===== config.mk =====
export PLATFORM = sky130hd
export DESIGN_NAME = decimal_triple_parser_flat
export DESIGN_NICKNAME = d
export VERILOG_FILES = /design/src/rtl/core/dtp_pkg.sv /design/src/rtl/core/dtp_ifs.sv /design/src/rtl/core/decimal_triple_parser.sv /design/src/rtl/core/dtp_datapath.sv /design/src/rtl/core/dtp_ctrl.sv /design/src/flat_wrapper.sv
export SDC_FILE = /design/constraint.sdc
export NUM_CORES = 1
export LEC_CHECK = 0
export BUFFER_PORTS_ARGS = -buffer_cell sky130_fd_sc_hd__buf_4
export CORE_ASPECT_RATIO = 1.2
export CORE_UTILIZATION = 50
export DETAILED_ROUTE_END_ITERATION = 8
export HOLD_SLACK_MARGIN = 0.05
export PLACE_DENSITY = 0.81
export SLEW_MARGIN = 20
export SYNTH_ARGS = -nofsm -noshare
export SYNTH_HDL_FRONTEND = slang
export SYNTH_SLANG_ARGS = --single-unit

===== constraint.sdc =====
create_clock -name clk -period 4.7 [get_ports clk]
set_input_delay 0.94 -clock clk [delete_from_list [all_inputs] [get_ports clk]]
set_output_delay 0.94 -clock clk [all_outputs]
set_load 0.01 [all_outputs]

===== src/rtl/core/dtp_pkg.sv =====
// Shared constants, types and helper functions for the decimal triple parser.
// No dependencies; every other file of the block imports this package.
`default_nettype none

package dtp_pkg;

    localparam int FRAC_DIGITS = 6;
    localparam int INT_BITS    = 32;
    localparam int FRAC_BITS   = 16;
    localparam int VAL_W       = 48;

    localparam int IACC_W  = INT_BITS - 1;
    localparam int ISUM_W  = IACC_W + 4;
    localparam int DIV_W   = $clog2(10 ** FRAC_DIGITS);
    localparam int CNT_W   = $clog2(FRAC_DIGITS + 1);
    localparam int STEP_W  = $clog2(FRAC_BITS);
    localparam int MAG_W   = IACC_W + FRAC_BITS;
    localparam int WIDE_W  = (MAG_W > VAL_W - 1) ? MAG_W : VAL_W - 1;
    localparam int ADDR_W  = 3;
    localparam int COLOR_MAX = 255;

    localparam logic [7:0] CH_ZERO  = 8'h30;
    localparam logic [7:0] CH_NINE  = 8'h39;
    localparam logic [7:0] CH_COMMA = 8'h2C;
    localparam logic [7:0] CH_POINT = 8'h2E;
    localparam logic [7:0] CH_MINUS = 8'h2D;
    localparam logic [7:0] CH_PLUS  = 8'h2B;

    localparam logic [ADDR_W-3:0] REG_COLOR_MODE = '0;

    localparam logic [VAL_W-1:0] COLOR_LIM = VAL_W'(COLOR_MAX) << FRAC_BITS;
    localparam logic [VAL_W-1:0] INT_KEEP  =
        {{(VAL_W - FRAC_BITS){1'b1}}, {FRAC_BITS{1'b0}}};

    localparam logic [31:0] POW10 [10] = '{
        32'd1, 32'd10, 32'd100, 32'd1000, 32'd10000, 32'd100000,
        32'd1000000, 32'd10000000, 32'd100000000, 32'd1000000000
    };

    typedef enum logic [1:0] {
        ST_OK     = 2'd0,
        ST_FORMAT = 2'd1,
        ST_RANGE  = 2'd2
    } status_t;

    typedef struct packed {
        logic    start_num;
        logic    int_digit;
        logic    frac_digit;
        logic    term_start;
        logic    div_step;
        logic    form_value;
        logic    hold_value;
        logic    hold_sel;
        logic    load_out;
        status_t out_status;
    } dtp_cmd_t;

    typedef struct packed {
        logic is_digit;
        logic is_sign;
        logic is_point;
        logic term_comma;
        logic range_bad;
    } dtp_stat_t;

    function automatic logic [DIV_W-1:0] pow10(input logic [CNT_W-1:0] n);
        pow10 = DIV_W'(POW10[4'(n)]);
    endfunction

    function automatic logic color_ok(input logic [VAL_W-1:0] v);
        color_ok = !v[VAL_W-1] && (v <= COLOR_LIM);
    endfunction

endpackage

`default_nettype wire


===== src/rtl/core/dtp_ifs.sv =====
// Valid/ready channel interfaces: character input and parsed triple output.
// Depends on dtp_pkg for widths and the status type.
`default_nettype none

interface dtp_char_if;
    import dtp_pkg::*;
    logic       valid;
    logic       ready;
    logic [7:0] char_code;

    modport source (output valid, output char_code, input ready);
    modport sink   (input valid, input char_code, output ready);
endinterface

interface dtp_result_if;
    import dtp_pkg::*;
    logic                    valid;
    logic                    ready;
    logic signed [VAL_W-1:0] value_x;
    logic signed [VAL_W-1:0] value_y;
    logic signed [VAL_W-1:0] value_z;
    status_t                 status;

    modport source (output valid, output value_x, output value_y, output value_z,
                    output status, input ready);
    modport sink   (input valid, input value_x, input value_y, input value_z,
                    input status, output ready);
endinterface

`default_nettype wire


===== src/rtl/core/decimal_triple_parser.sv =====
// Decimal triple parser top level: APB register, controller and datapath.
// Depends on dtp_pkg, dtp_ifs (channel interfaces), dtp_ctrl, dtp_datapath.
//
// Usage:
//   chars   : valid/ready channel, one ASCII character per item.
//   results : valid/ready channel, one triple (value_x, value_y, value_z in
//             signed Q31.16, plus status) per finished or failed triple.
//   APB     : register color_mode at byte address 0 (bit 0), read back too.
// Sequence:
//   A digit, sign or '.' that ends no component leaves the controller in
//   S_IDLE, ready for the next item. After the character that ends x or y
//   no item is taken while it passes S_DIV (the bit-serial fraction
//   division by 10^digits, one quotient bit per cycle), S_FORM to form the
//   value and S_DECIDE to decide. After the one that ends z it also passes
//   S_EMIT to load the result; a bad start character goes straight to
//   S_EMIT. The result is held in the output register that S_EMIT loads.
// Stall: the finished result sits in an output register while the next
//   characters are taken; only a second result waits for it to drain.
// Reset: rst_n (async, active low) clears the parse state, drops any
//   pending result and sets color_mode to 0.
`default_nettype none

module decimal_triple_parser (
    input  wire logic                         clk,
    input  wire logic                         rst_n,
    dtp_char_if.sink                          chars,
    dtp_result_if.source                      results,
    input  wire logic                         psel,
    input  wire logic                         penable,
    input  wire logic                         pwrite,
    input  wire logic [dtp_pkg::ADDR_W-1:0]   paddr,
    input  wire logic [31:0]                  pwdata,
    output logic [31:0]                       prdata,
    output logic                              pready
);
    import dtp_pkg::*;

    logic        color_mode_reg;
    dtp_cmd_t    cmd;
    dtp_stat_t   stat;
    logic [VAL_W-1:0] val_x;
    logic [VAL_W-1:0] val_y;
    logic [VAL_W-1:0] val_z;
    status_t     res_status;

    assign pready = 1'b1;
    assign prdata = (paddr[ADDR_W-1:2] == REG_COLOR_MODE) ? {31'd0, color_mode_reg} : 32'd0;

    always_ff @(posedge clk or negedge rst_n)
    begin
        if (!rst_n)
        begin
            color_mode_reg <= 1'b0;
        end
        else if (psel && penable && pwrite && pready
                 && (paddr[ADDR_W-1:2] == REG_COLOR_MODE))
        begin
            color_mode_reg <= pwdata[0];
        end
    end

    dtp_ctrl u_ctrl (
        .clk       (clk),
        .rst_n     (rst_n),
        .in_valid  (chars.valid),
        .in_ready  (chars.ready),
        .out_valid (results.valid),
        .out_ready (results.ready),
        .stat      (stat),
        .cmd       (cmd)
    );

    dtp_datapath u_datapath (
        .clk        (clk),
        .color_mode (color_mode_reg),
        .char_code  (chars.char_code),
        .cmd        (cmd),
        .stat       (stat),
        .value_x    (val_x),
        .value_y    (val_y),
        .value_z    (val_z),
        .status     (res_status)
    );

    assign results.value_x = val_x;
    assign results.value_y = val_y;
    assign results.value_z = val_z;
    assign results.status  = res_status;

endmodule

`default_nettype wire


===== src/rtl/core/dtp_datapath.sv =====
// Datapath: character decode, accumulators, bit-serial fraction divider,
// value forming, held components and output register. Uses dtp_pkg.
`default_nettype none

module dtp_datapath (
    input  wire logic                    clk,
    input  wire logic                    color_mode,
    input  wire logic [7:0]              char_code,
    input  wire dtp_pkg::dtp_cmd_t       cmd,
    output dtp_pkg::dtp_stat_t           stat,
    output logic [dtp_pkg::VAL_W-1:0]    value_x,
    output logic [dtp_pkg::VAL_W-1:0]    value_y,
    output logic [dtp_pkg::VAL_W-1:0]    value_z,
    output dtp_pkg::status_t             status
);
    import dtp_pkg::*;

    logic              neg_reg;
    logic [IACC_W-1:0] int_acc_reg;
    logic [DIV_W-1:0]  frac_acc_reg;
    logic [CNT_W-1:0]  frac_cnt_reg;
    logic              comma_reg;
    logic [DIV_W-1:0]  rem_reg;
    logic [DIV_W-1:0]  div_reg;
    logic [FRAC_BITS-1:0] quo_reg;
    logic [VAL_W-1:0]  value_reg;
    logic [VAL_W-1:0]  held_reg [2];
    logic [VAL_W-1:0]  out_x_reg;
    logic [VAL_W-1:0]  out_y_reg;
    logic [VAL_W-1:0]  out_z_reg;
    status_t           out_status_reg;

    logic                is_digit;
    logic [7:0]          digit_ofs;
    logic [3:0]          digit;
    logic [ISUM_W-1:0]   int_sum;
    logic [IACC_W-1:0]   int_next;
    logic [DIV_W+3:0]    frac_sum;
    logic [DIV_W:0]      trial;
    logic [DIV_W:0]      diff;
    logic                fits;
    logic [DIV_W-1:0]    rem_next;
    logic [WIDE_W-1:0]   mag_wide;
    logic [VAL_W-2:0]    mag;
    logic [VAL_W-1:0]    value_next;
    logic [VAL_W-1:0]    keep;

    always_comb
    begin
        is_digit  = (char_code >= CH_ZERO) && (char_code <= CH_NINE);
        digit_ofs = char_code - CH_ZERO;
        digit     = is_digit ? digit_ofs[3:0] : 4'd0;

        // integer *10 + d, saturate at the largest positive magnitude
        int_sum  = (ISUM_W'(int_acc_reg) << 3) + (ISUM_W'(int_acc_reg) << 1)
                 + ISUM_W'(digit);
        int_next = (int_sum > ISUM_W'({IACC_W{1'b1}})) ? {IACC_W{1'b1}}
                                                       : int_sum[IACC_W-1:0];
        frac_sum = ((DIV_W + 4)'(frac_acc_reg) << 3) + ((DIV_W + 4)'(frac_acc_reg) << 1)
                 + (DIV_W + 4)'(digit);

        // one restoring-division step: remainder stays below the divisor
        trial    = {rem_reg, 1'b0};
        fits     = trial >= {1'b0, div_reg};
        diff     = trial - {1'b0, div_reg};
        rem_next = fits ? diff[DIV_W-1:0] : trial[DIV_W-1:0];

        mag_wide = (WIDE_W'(int_acc_reg) << FRAC_BITS) | WIDE_W'(quo_reg);
        mag      = (mag_wide > WIDE_W'({(VAL_W - 1){1'b1}})) ? {(VAL_W - 1){1'b1}}
                                                            : mag_wide[VAL_W-2:0];
        value_next = neg_reg ? (VAL_W'(0) - {1'b0, mag}) : {1'b0, mag};

        keep = color_mode ? INT_KEEP : {VAL_W{1'b1}};

        stat.is_digit   = is_digit;
        stat.is_sign    = (char_code == CH_MINUS) || (char_code == CH_PLUS);
        stat.is_point   = (char_code == CH_POINT);
        stat.term_comma = comma_reg;
        stat.range_bad  = color_mode && !(color_ok(held_reg[0]) && color_ok(held_reg[1])
                                          && color_ok(value_reg));
    end

    always_ff @(posedge clk)
    begin
        if (cmd.start_num)
        begin
            neg_reg      <= (char_code == CH_MINUS);
            int_acc_reg  <= IACC_W'(digit);
            frac_acc_reg <= '0;
            frac_cnt_reg <= '0;
        end
        if (cmd.int_digit)
        begin
            int_acc_reg <= int_next;
        end
        // drop fraction digits past the kept precision
        if (cmd.frac_digit && (frac_cnt_reg < CNT_W'(FRAC_DIGITS)))
        begin
            frac_acc_reg <= frac_sum[DIV_W-1:0];
            frac_cnt_reg <= frac_cnt_reg + CNT_W'(1);
        end
        if (cmd.term_start)
        begin
            comma_reg <= (char_code == CH_COMMA);
            rem_reg   <= frac_acc_reg;
            div_reg   <= pow10(frac_cnt_reg);
            quo_reg   <= '0;
        end
        if (cmd.div_step)
        begin
            rem_reg <= rem_next;
            quo_reg <= {quo_reg[FRAC_BITS-2:0], fits};
        end
        if (cmd.form_value)
        begin
            value_reg <= value_next;
        end
        if (cmd.hold_value)
        begin
            held_reg[cmd.hold_sel] <= value_reg;
        end
        if (cmd.load_out)
        begin
            out_status_reg <= cmd.out_status;
            if (cmd.out_status == ST_OK)
            begin
                out_x_reg <= held_reg[0] & keep;
                out_y_reg <= held_reg[1] & keep;
                out_z_reg <= value_reg & keep;
            end
            else
            begin
                out_x_reg <= '0;
                out_y_reg <= '0;
                out_z_reg <= '0;
            end
        end
    end

    assign value_x = out_x_reg;
    assign value_y = out_y_reg;
    assign value_z = out_z_reg;
    assign status  = out_status_reg;

endmodule

`default_nettype wire


===== src/rtl/core/dtp_ctrl.sv =====
// Controller: parse phase, component index, divider sequencing and output
// valid. Drives the datapath through dtp_cmd_t; uses dtp_pkg.
`default_nettype none

module dtp_ctrl (
    input  wire logic           clk,
    input  wire logic           rst_n,
    input  wire logic           in_valid,
    output logic                in_ready,
    output logic                out_valid,
    input  wire logic           out_ready,
    input  wire dtp_pkg::dtp_stat_t stat,
    output dtp_pkg::dtp_cmd_t   cmd
);
    import dtp_pkg::*;

    typedef enum logic [2:0] {
        S_IDLE,
        S_DIV,
        S_FORM,
        S_DECIDE,
        S_EMIT
    } state_t;

    typedef enum logic [1:0] {
        PH_START,
        PH_INT,
        PH_FRAC
    } phase_t;

    localparam logic [1:0] LAST_COMP = 2'd2;

    state_t            state_reg, state_next;
    phase_t            phase_reg, phase_next;
    logic [1:0]        comp_reg, comp_next;
    logic [STEP_W-1:0] step_reg, step_next;
    logic              out_valid_reg, out_valid_next;
    status_t           emit_status_reg, emit_status_next;
    logic              accept;

    always_comb
    begin
        state_next       = state_reg;
        phase_next       = phase_reg;
        comp_next        = comp_reg;
        step_next        = step_reg;
        emit_status_next = emit_status_reg;
        out_valid_next   = out_valid_reg && !out_ready;
        cmd              = '0;
        cmd.out_status   = emit_status_reg;
        cmd.hold_sel     = comp_reg[0];
        in_ready         = (state_reg == S_IDLE);
        accept           = in_valid && in_ready;

        case (state_reg)
            S_IDLE:
            begin
                if (accept)
                begin
                    case (phase_reg)
                        PH_START:
                        begin
                            if (stat.is_digit || stat.is_sign)
                            begin
                                cmd.start_num = 1'b1;
                                phase_next    = PH_INT;
                            end
                            else
                            begin
                                emit_status_next = ST_FORMAT;
                                state_next       = S_EMIT;
                            end
                        end
                        PH_INT:
                        begin
                            if (stat.is_digit)
                            begin
                                cmd.int_digit = 1'b1;
                            end
                            else if (stat.is_point)
                            begin
                                phase_next = PH_FRAC;
                            end
                            else
                            begin
                                cmd.term_start = 1'b1;
                                step_next      = STEP_W'(FRAC_BITS - 1);
                                state_next     = S_DIV;
                            end
                        end
                        PH_FRAC:
                        begin
                            if (stat.is_digit)
                            begin
                                cmd.frac_digit = 1'b1;
                            end
                            else
                            begin
                                cmd.term_start = 1'b1;
                                step_next      = STEP_W'(FRAC_BITS - 1);
                                state_next     = S_DIV;
                            end
                        end
                        default:
                        begin
                            phase_next = PH_START;
                        end
                    endcase
                end
            end
            S_DIV:
            begin
                cmd.div_step = 1'b1;
                if (step_reg == '0)
                begin
                    state_next = S_FORM;
                end
                else
                begin
                    step_next = step_reg - STEP_W'(1);
                end
            end
            S_FORM:
            begin
                cmd.form_value = 1'b1;
                state_next     = S_DECIDE;
            end
            S_DECIDE:
            begin
                if (comp_reg < LAST_COMP)
                begin
                    if (stat.term_comma)
                    begin
                        cmd.hold_value = 1'b1;
                        comp_next      = comp_reg + 2'd1;
                        phase_next     = PH_START;
                        state_next     = S_IDLE;
                    end
                    else
                    begin
                        emit_status_next = ST_FORMAT;
                        state_next       = S_EMIT;
                    end
                end
                else
                begin
                    emit_status_next = stat.range_bad ? ST_RANGE : ST_OK;
                    state_next       = S_EMIT;
                end
            end
            S_EMIT:
            begin
                // wait for a free output register, then restart at x
                if (!out_valid_reg || out_ready)
                begin
                    cmd.load_out   = 1'b1;
                    out_valid_next = 1'b1;
                    comp_next      = '0;
                    phase_next     = PH_START;
                    state_next     = S_IDLE;
                end
            end
            default:
            begin
                state_next = S_IDLE;
            end
        endcase
    end

    always_ff @(posedge clk or negedge rst_n)
    begin
        if (!rst_n)
        begin
            state_reg       <= S_IDLE;
            phase_reg       <= PH_START;
            comp_reg        <= '0;
            step_reg        <= '0;
            out_valid_reg   <= 1'b0;
            emit_status_reg <= ST_OK;
        end
        else
        begin
            state_reg       <= state_next;
            phase_reg       <= phase_next;
            comp_reg        <= comp_next;
            step_reg        <= step_next;
            out_valid_reg   <= out_valid_next;
            emit_status_reg <= emit_status_next;
        end
    end

    assign out_valid = out_valid_reg;

    a_no_overwrite: assert property (@(posedge clk) disable iff (!rst_n)
        cmd.load_out |-> (!out_valid_reg || out_ready))
        else $error("result register loaded while a result is still waiting");

    a_load_sets_valid: assert property (@(posedge clk) disable iff (!rst_n)
        cmd.load_out |=> out_valid_reg)
        else $error("loaded result not presented");

    a_div_length: assert property (@(posedge clk) disable iff (!rst_n)
        (state_reg == S_DIV && step_reg == '0) |=> (state_reg == S_FORM))
        else $error("divider did not finish after its last step");

    a_comp_range: assert property (@(posedge clk) disable iff (!rst_n)
        comp_reg != 2'd3)
        else $error("component index out of range");

    a_hold_only_xy: assert property (@(posedge clk) disable iff (!rst_n)
        cmd.hold_value |-> (comp_reg < LAST_COMP && $past(state_reg) == S_FORM))
        else $error("component held outside of x or y");

endmodule

`default_nettype wire


===== src/flat_wrapper.sv =====
// flat-port wrapper written by rule: the top's interface ports become plain ports
module decimal_triple_parser_flat import dtp_pkg::*;
  (clk, rst_n, psel, penable, pwrite, paddr, pwdata, prdata, pready, chars_valid, chars_char_code, chars_ready, results_valid, results_value_x, results_value_y, results_value_z, results_status, results_ready);
  dtp_char_if chars_i ();
  dtp_result_if results_i ();
  input  wire logic clk;
  input  wire logic rst_n;
  input  wire logic psel;
  input  wire logic penable;
  input  wire logic pwrite;
  input  wire logic [dtp_pkg::ADDR_W-1:0] paddr;
  input  wire logic [31:0] pwdata;
  output logic [31:0] prdata;
  output logic pready;
  input wire logic [$bits(chars_i.valid)-1:0] chars_valid;
  input wire logic [$bits(chars_i.char_code)-1:0] chars_char_code;
  output wire logic [$bits(chars_i.ready)-1:0] chars_ready;
  output wire logic [$bits(results_i.valid)-1:0] results_valid;
  output wire logic [$bits(results_i.value_x)-1:0] results_value_x;
  output wire logic [$bits(results_i.value_y)-1:0] results_value_y;
  output wire logic [$bits(results_i.value_z)-1:0] results_value_z;
  output wire logic [$bits(results_i.status)-1:0] results_status;
  input wire logic [$bits(results_i.ready)-1:0] results_ready;
  assign chars_i.valid = chars_valid;
  assign chars_i.char_code = chars_char_code;
  assign chars_ready = chars_i.ready;
  assign results_valid = results_i.valid;
  assign results_value_x = results_i.value_x;
  assign results_value_y = results_i.value_y;
  assign results_value_z = results_i.value_z;
  assign results_status = results_i.status;
  assign results_i.ready = results_ready;
  decimal_triple_parser u_core (.clk(clk), .rst_n(rst_n), .chars(chars_i), .results(results_i), .psel(psel), .penable(penable), .pwrite(pwrite), .paddr(paddr), .pwdata(pwdata), .prdata(prdata), .pready(pready));
endmodule

==> flow_summary.ini <==
[outcome]
outcome = complete, no violations

[global_routing]
antenna_found_initial = 0
grt_pass1_wl_mm = 65.6
grt_max_degree = 124
grt_pass1_vias = 13012
grt-ovfl-total = 0
track_usage = 0.194

[setup_path]
critPathBufInv = 3
startpoint = chars_char_code[7]
cp_top_family = compound AO/OA/AOI/OAI gates
rrSetupSlack_ps = 540
setup.worst_path.start_class = primary input
slowest_delay_ps = 400
critPathMaxFanout = 4
r2r-end = u_core.u_datapath.int_acc_reg[26]
path_common_cell = buf_4
path_cells = buf_4 > nor2_1 > nand2_1 > nor2_1 > buf_4 > and2_1 > ha_1 > ha_1 > fa_1 > a21o_1 > a21o_1 > a21oi_1 > o21ai_1 > a2111oi_2 > buf_4 > nor4b_1 > o31ai_1 > a21boi_0 > nor3b_1
worstPathRequired_ps = 5070
reg2regPathDepth = 12
timing.rr.start = u_core.u_datapath.int_acc_reg[10]
cp.arrival_ps = 4660
cp_slowest_cell = fa_1
end_kind = flip-flop
crit_type = primary input to flip-flop

[pwr]
p_int_w = 0.00739
power_frac_comb = 0.216
sw_frac_of_total = 0.290
leakagePower_nw = 9.30
power.share.clock = 0.291
p_switching_w = 0.00302
power_frac_seq = 0.493
ir_worst_vdd_uv = 274
power.density_nw_per_um2 = 440

[layout]
instances_no_fill = 2390
drive_gt1_frac = 0.155
nets = 2008
synthToLayoutAreaGrowth_pct = 15.4
fill_cells = 3110
largest_reg_flops = 96
antenna_cells = 0
post-route-util = 0.591

[clock_network]
cts_tree = yes
postCtsHoldBufs = 0
htree_num_levels = 2
postCtsSetupRepairBufs = 0
cts_max_path_buffers = 3
clk_latency_ps = 540
cts_resized = 0
clk_pin_slew_worst_paths_ps = 60
cts_root_buf = clkbuf_16
numCtsBuffers = 40
cts_sinks = 413

[synthesis]
yosysWarnings = 0
synth.most_common_cell = edfxtp_1
syn_area_um2 = 20500
async_flop_share = 0.0363
yosysTopAreaCellShare = 0.583
synthDistinctLibCells = 62
synth_commonest_cells = edfxtp_1 (398), and2_1 (153), ha_1 (126)
ys_seq_elements = 413
yosysTopAreaCell = edfxtp_1
synth_edf_count = 398
syn_avg_cell_area_um2 = 12.5
synth_area_leaders = edfxtp_1 (58%), ha_1 (7.7%), and2_1 (4.7%), xnor2_1 (2.9%), a21oi_1 (2.3%)
synth_seq_area_share = 0.601
synth_ff_type = edfxtp_1
synth_cells = 1637

[timing]
fmax_mhz = 233
finalHoldViolCount = 0
setup_tns_ps = 0
worstMarginPinSlew_ps = 1060
min_period_ps = 4290
drv_slew = 0
rsz0062_at_grt = false
setup_viol = 0
fin_skew_ps = 9.21
period_share = 0.913
relSlewSlack = 0.290

[drt]
final_antenna_net_count = 0
firstDrtPassIters = 5
via_per_inst = 5.53
wirelength_mm = 40.8
wl_per_cell_um = 17.1
remaining_drc_errors = 0
dr.first_iter.drc_count = 922
vias = 13209

[floorplan]
fp.dieW_um = 187
die_area_um2 = 41800
num_rows = 80
initial_core_util = 0.512
ioPinCount = 231
chipHeight_um = 224
core_area_um2 = 40000

[placed_design]
dp.cells = 2318
place_hpwl_mm = 29.4
globalplace.congestion = 0.890
port_buffers = 165

[run]
maxCapViolCount = 0

[worst_hold_path]
hold_path.class = primary input to asynchronous set/reset pin
[worst max path at each step]
stage | cells after the start | slack, ps | to
floorplan | 6 | 80 | u_core.u_datapath.quo_reg[0]
global placement | 19 | -170 | u_core.u_datapath.frac_acc_reg[18]
detailed placement | 19 | -250 | u_core.u_datapath.frac_acc_reg[18]
CTS | 19 | 310 | u_core.u_datapath.frac_acc_reg[18]
global route | 19 | 60 | u_core.u_datapath.frac_acc_reg[18]
finish | 19 | 410 | u_core.u_datapath.frac_acc_reg[18]
[placed cells by master, fill, tap and decap left out, drive strengths merged, types with 18 or more instances in the layout]
master / netlist / final
edfxtp: 398 / 398
buf: 35 / 202
and2: 153 / 153
ha: 126 / 126
a21oi: 95 / 95
nand2: 94 / 94
nor2: 80 / 80
o21ai: 76 / 76
xnor2: 69 / 69
inv: 61 / 62
clkbuf: 49 / 52
nor4: 36 / 36
conb: 2 / 32
xor2: 29 / 29
nor3: 27 / 27
nand4: 26 / 26
and3: 25 / 25
nand3: 21 / 21
nand2b: 21 / 21
a21o: 20 / 20
o31ai: 19 / 19
mux2i: 18 / 18
[power groups by stage]
stage | logic (W) | registers [W] | clock network (W)
floorplan | 0.00148 | 0.00518 | 0
global placement | 0.00217 | 0.00518 | 0
detailed placement | 0.00225 | 0.00521 | 0
CTS | 0.00226 | 0.00514 | 0.00308
global route | 0.00248 | 0.00520 | 0.00321
finish | 0.00225 | 0.00513 | 0.00302
[worst register-to-register path, delay by kind of cell (launching register included)]
kind | cells | cell delay (ps)
compound gates | 7 | 2080
flops | 1 | 500
simple gates | 1 | 260
buf+inv | 1 | 200
fa+ha+maj | 2 | 690
mux | 1 | 170
[stage by stage]
| stage | worst slack, ps | hold slack (ps) | area [µm²] | total power, W |
|---|---|---|---|---|
| 3_5_place_dp | -250 | 494 | 22400 | 0.00745 |
| 4_1_cts | 307 | 240 | 23600 | 0.0105 |
| 6_report | 409 | 248 | 23700 | 0.0104 |
| 3_3_place_gp | -171 | 481 | 22400 | 0.00735 |
| 2_1_floorplan | 80.4 | 459 | 20600 | 0.00666 |
| 5_1_grt | 55.3 | 248 | 23700 | 0.0109 |
[cells by family after synthesis]
kind of cell / count (synthesis) / synth area share
AO/OA/AOI/OAI: 286 / 0.0864
XOR/XNOR: 98 / 0.0419
adder cells (fa/ha/maj): 131 / 0.0818
buffers and inverters: 145 / 0.0328
flip-flops: 413 / 0.601
multiplexers: 21 / 0.0104
other: 2 / 0.000366
AND/OR/NAND/NOR: 541 / 0.145
[area by class of cell]
| cell class | instances | area [µm²] | share of cell area |
|---|---|---|---|
| Tap cell | 533 | 667 | 0.0282 |
| Clock inverter | 20 | 171 | 0.00725 |
| Clock buffer | 52 | 1060 | 0.0446 |
| Inverter | 61 | 229 | 0.00968 |
| Timing Repair Buffer | 202 | 1540 | 0.0652 |
| Multi-Input combinational cell | 1109 | 7660 | 0.324 |
| Sequential cell | 413 | 12300 | 0.521 |
[routing by layer]
metal	track usage	up-vias	wire length, µm
li1	-	6375	-
met1	0.247	6366	17400
met2	0.341	384	20500
met3	0.0248	84	1910
met4	0.0677	0	1010
met5	0	-	0
Note: power is estimated with default switching activity, not from simulation.
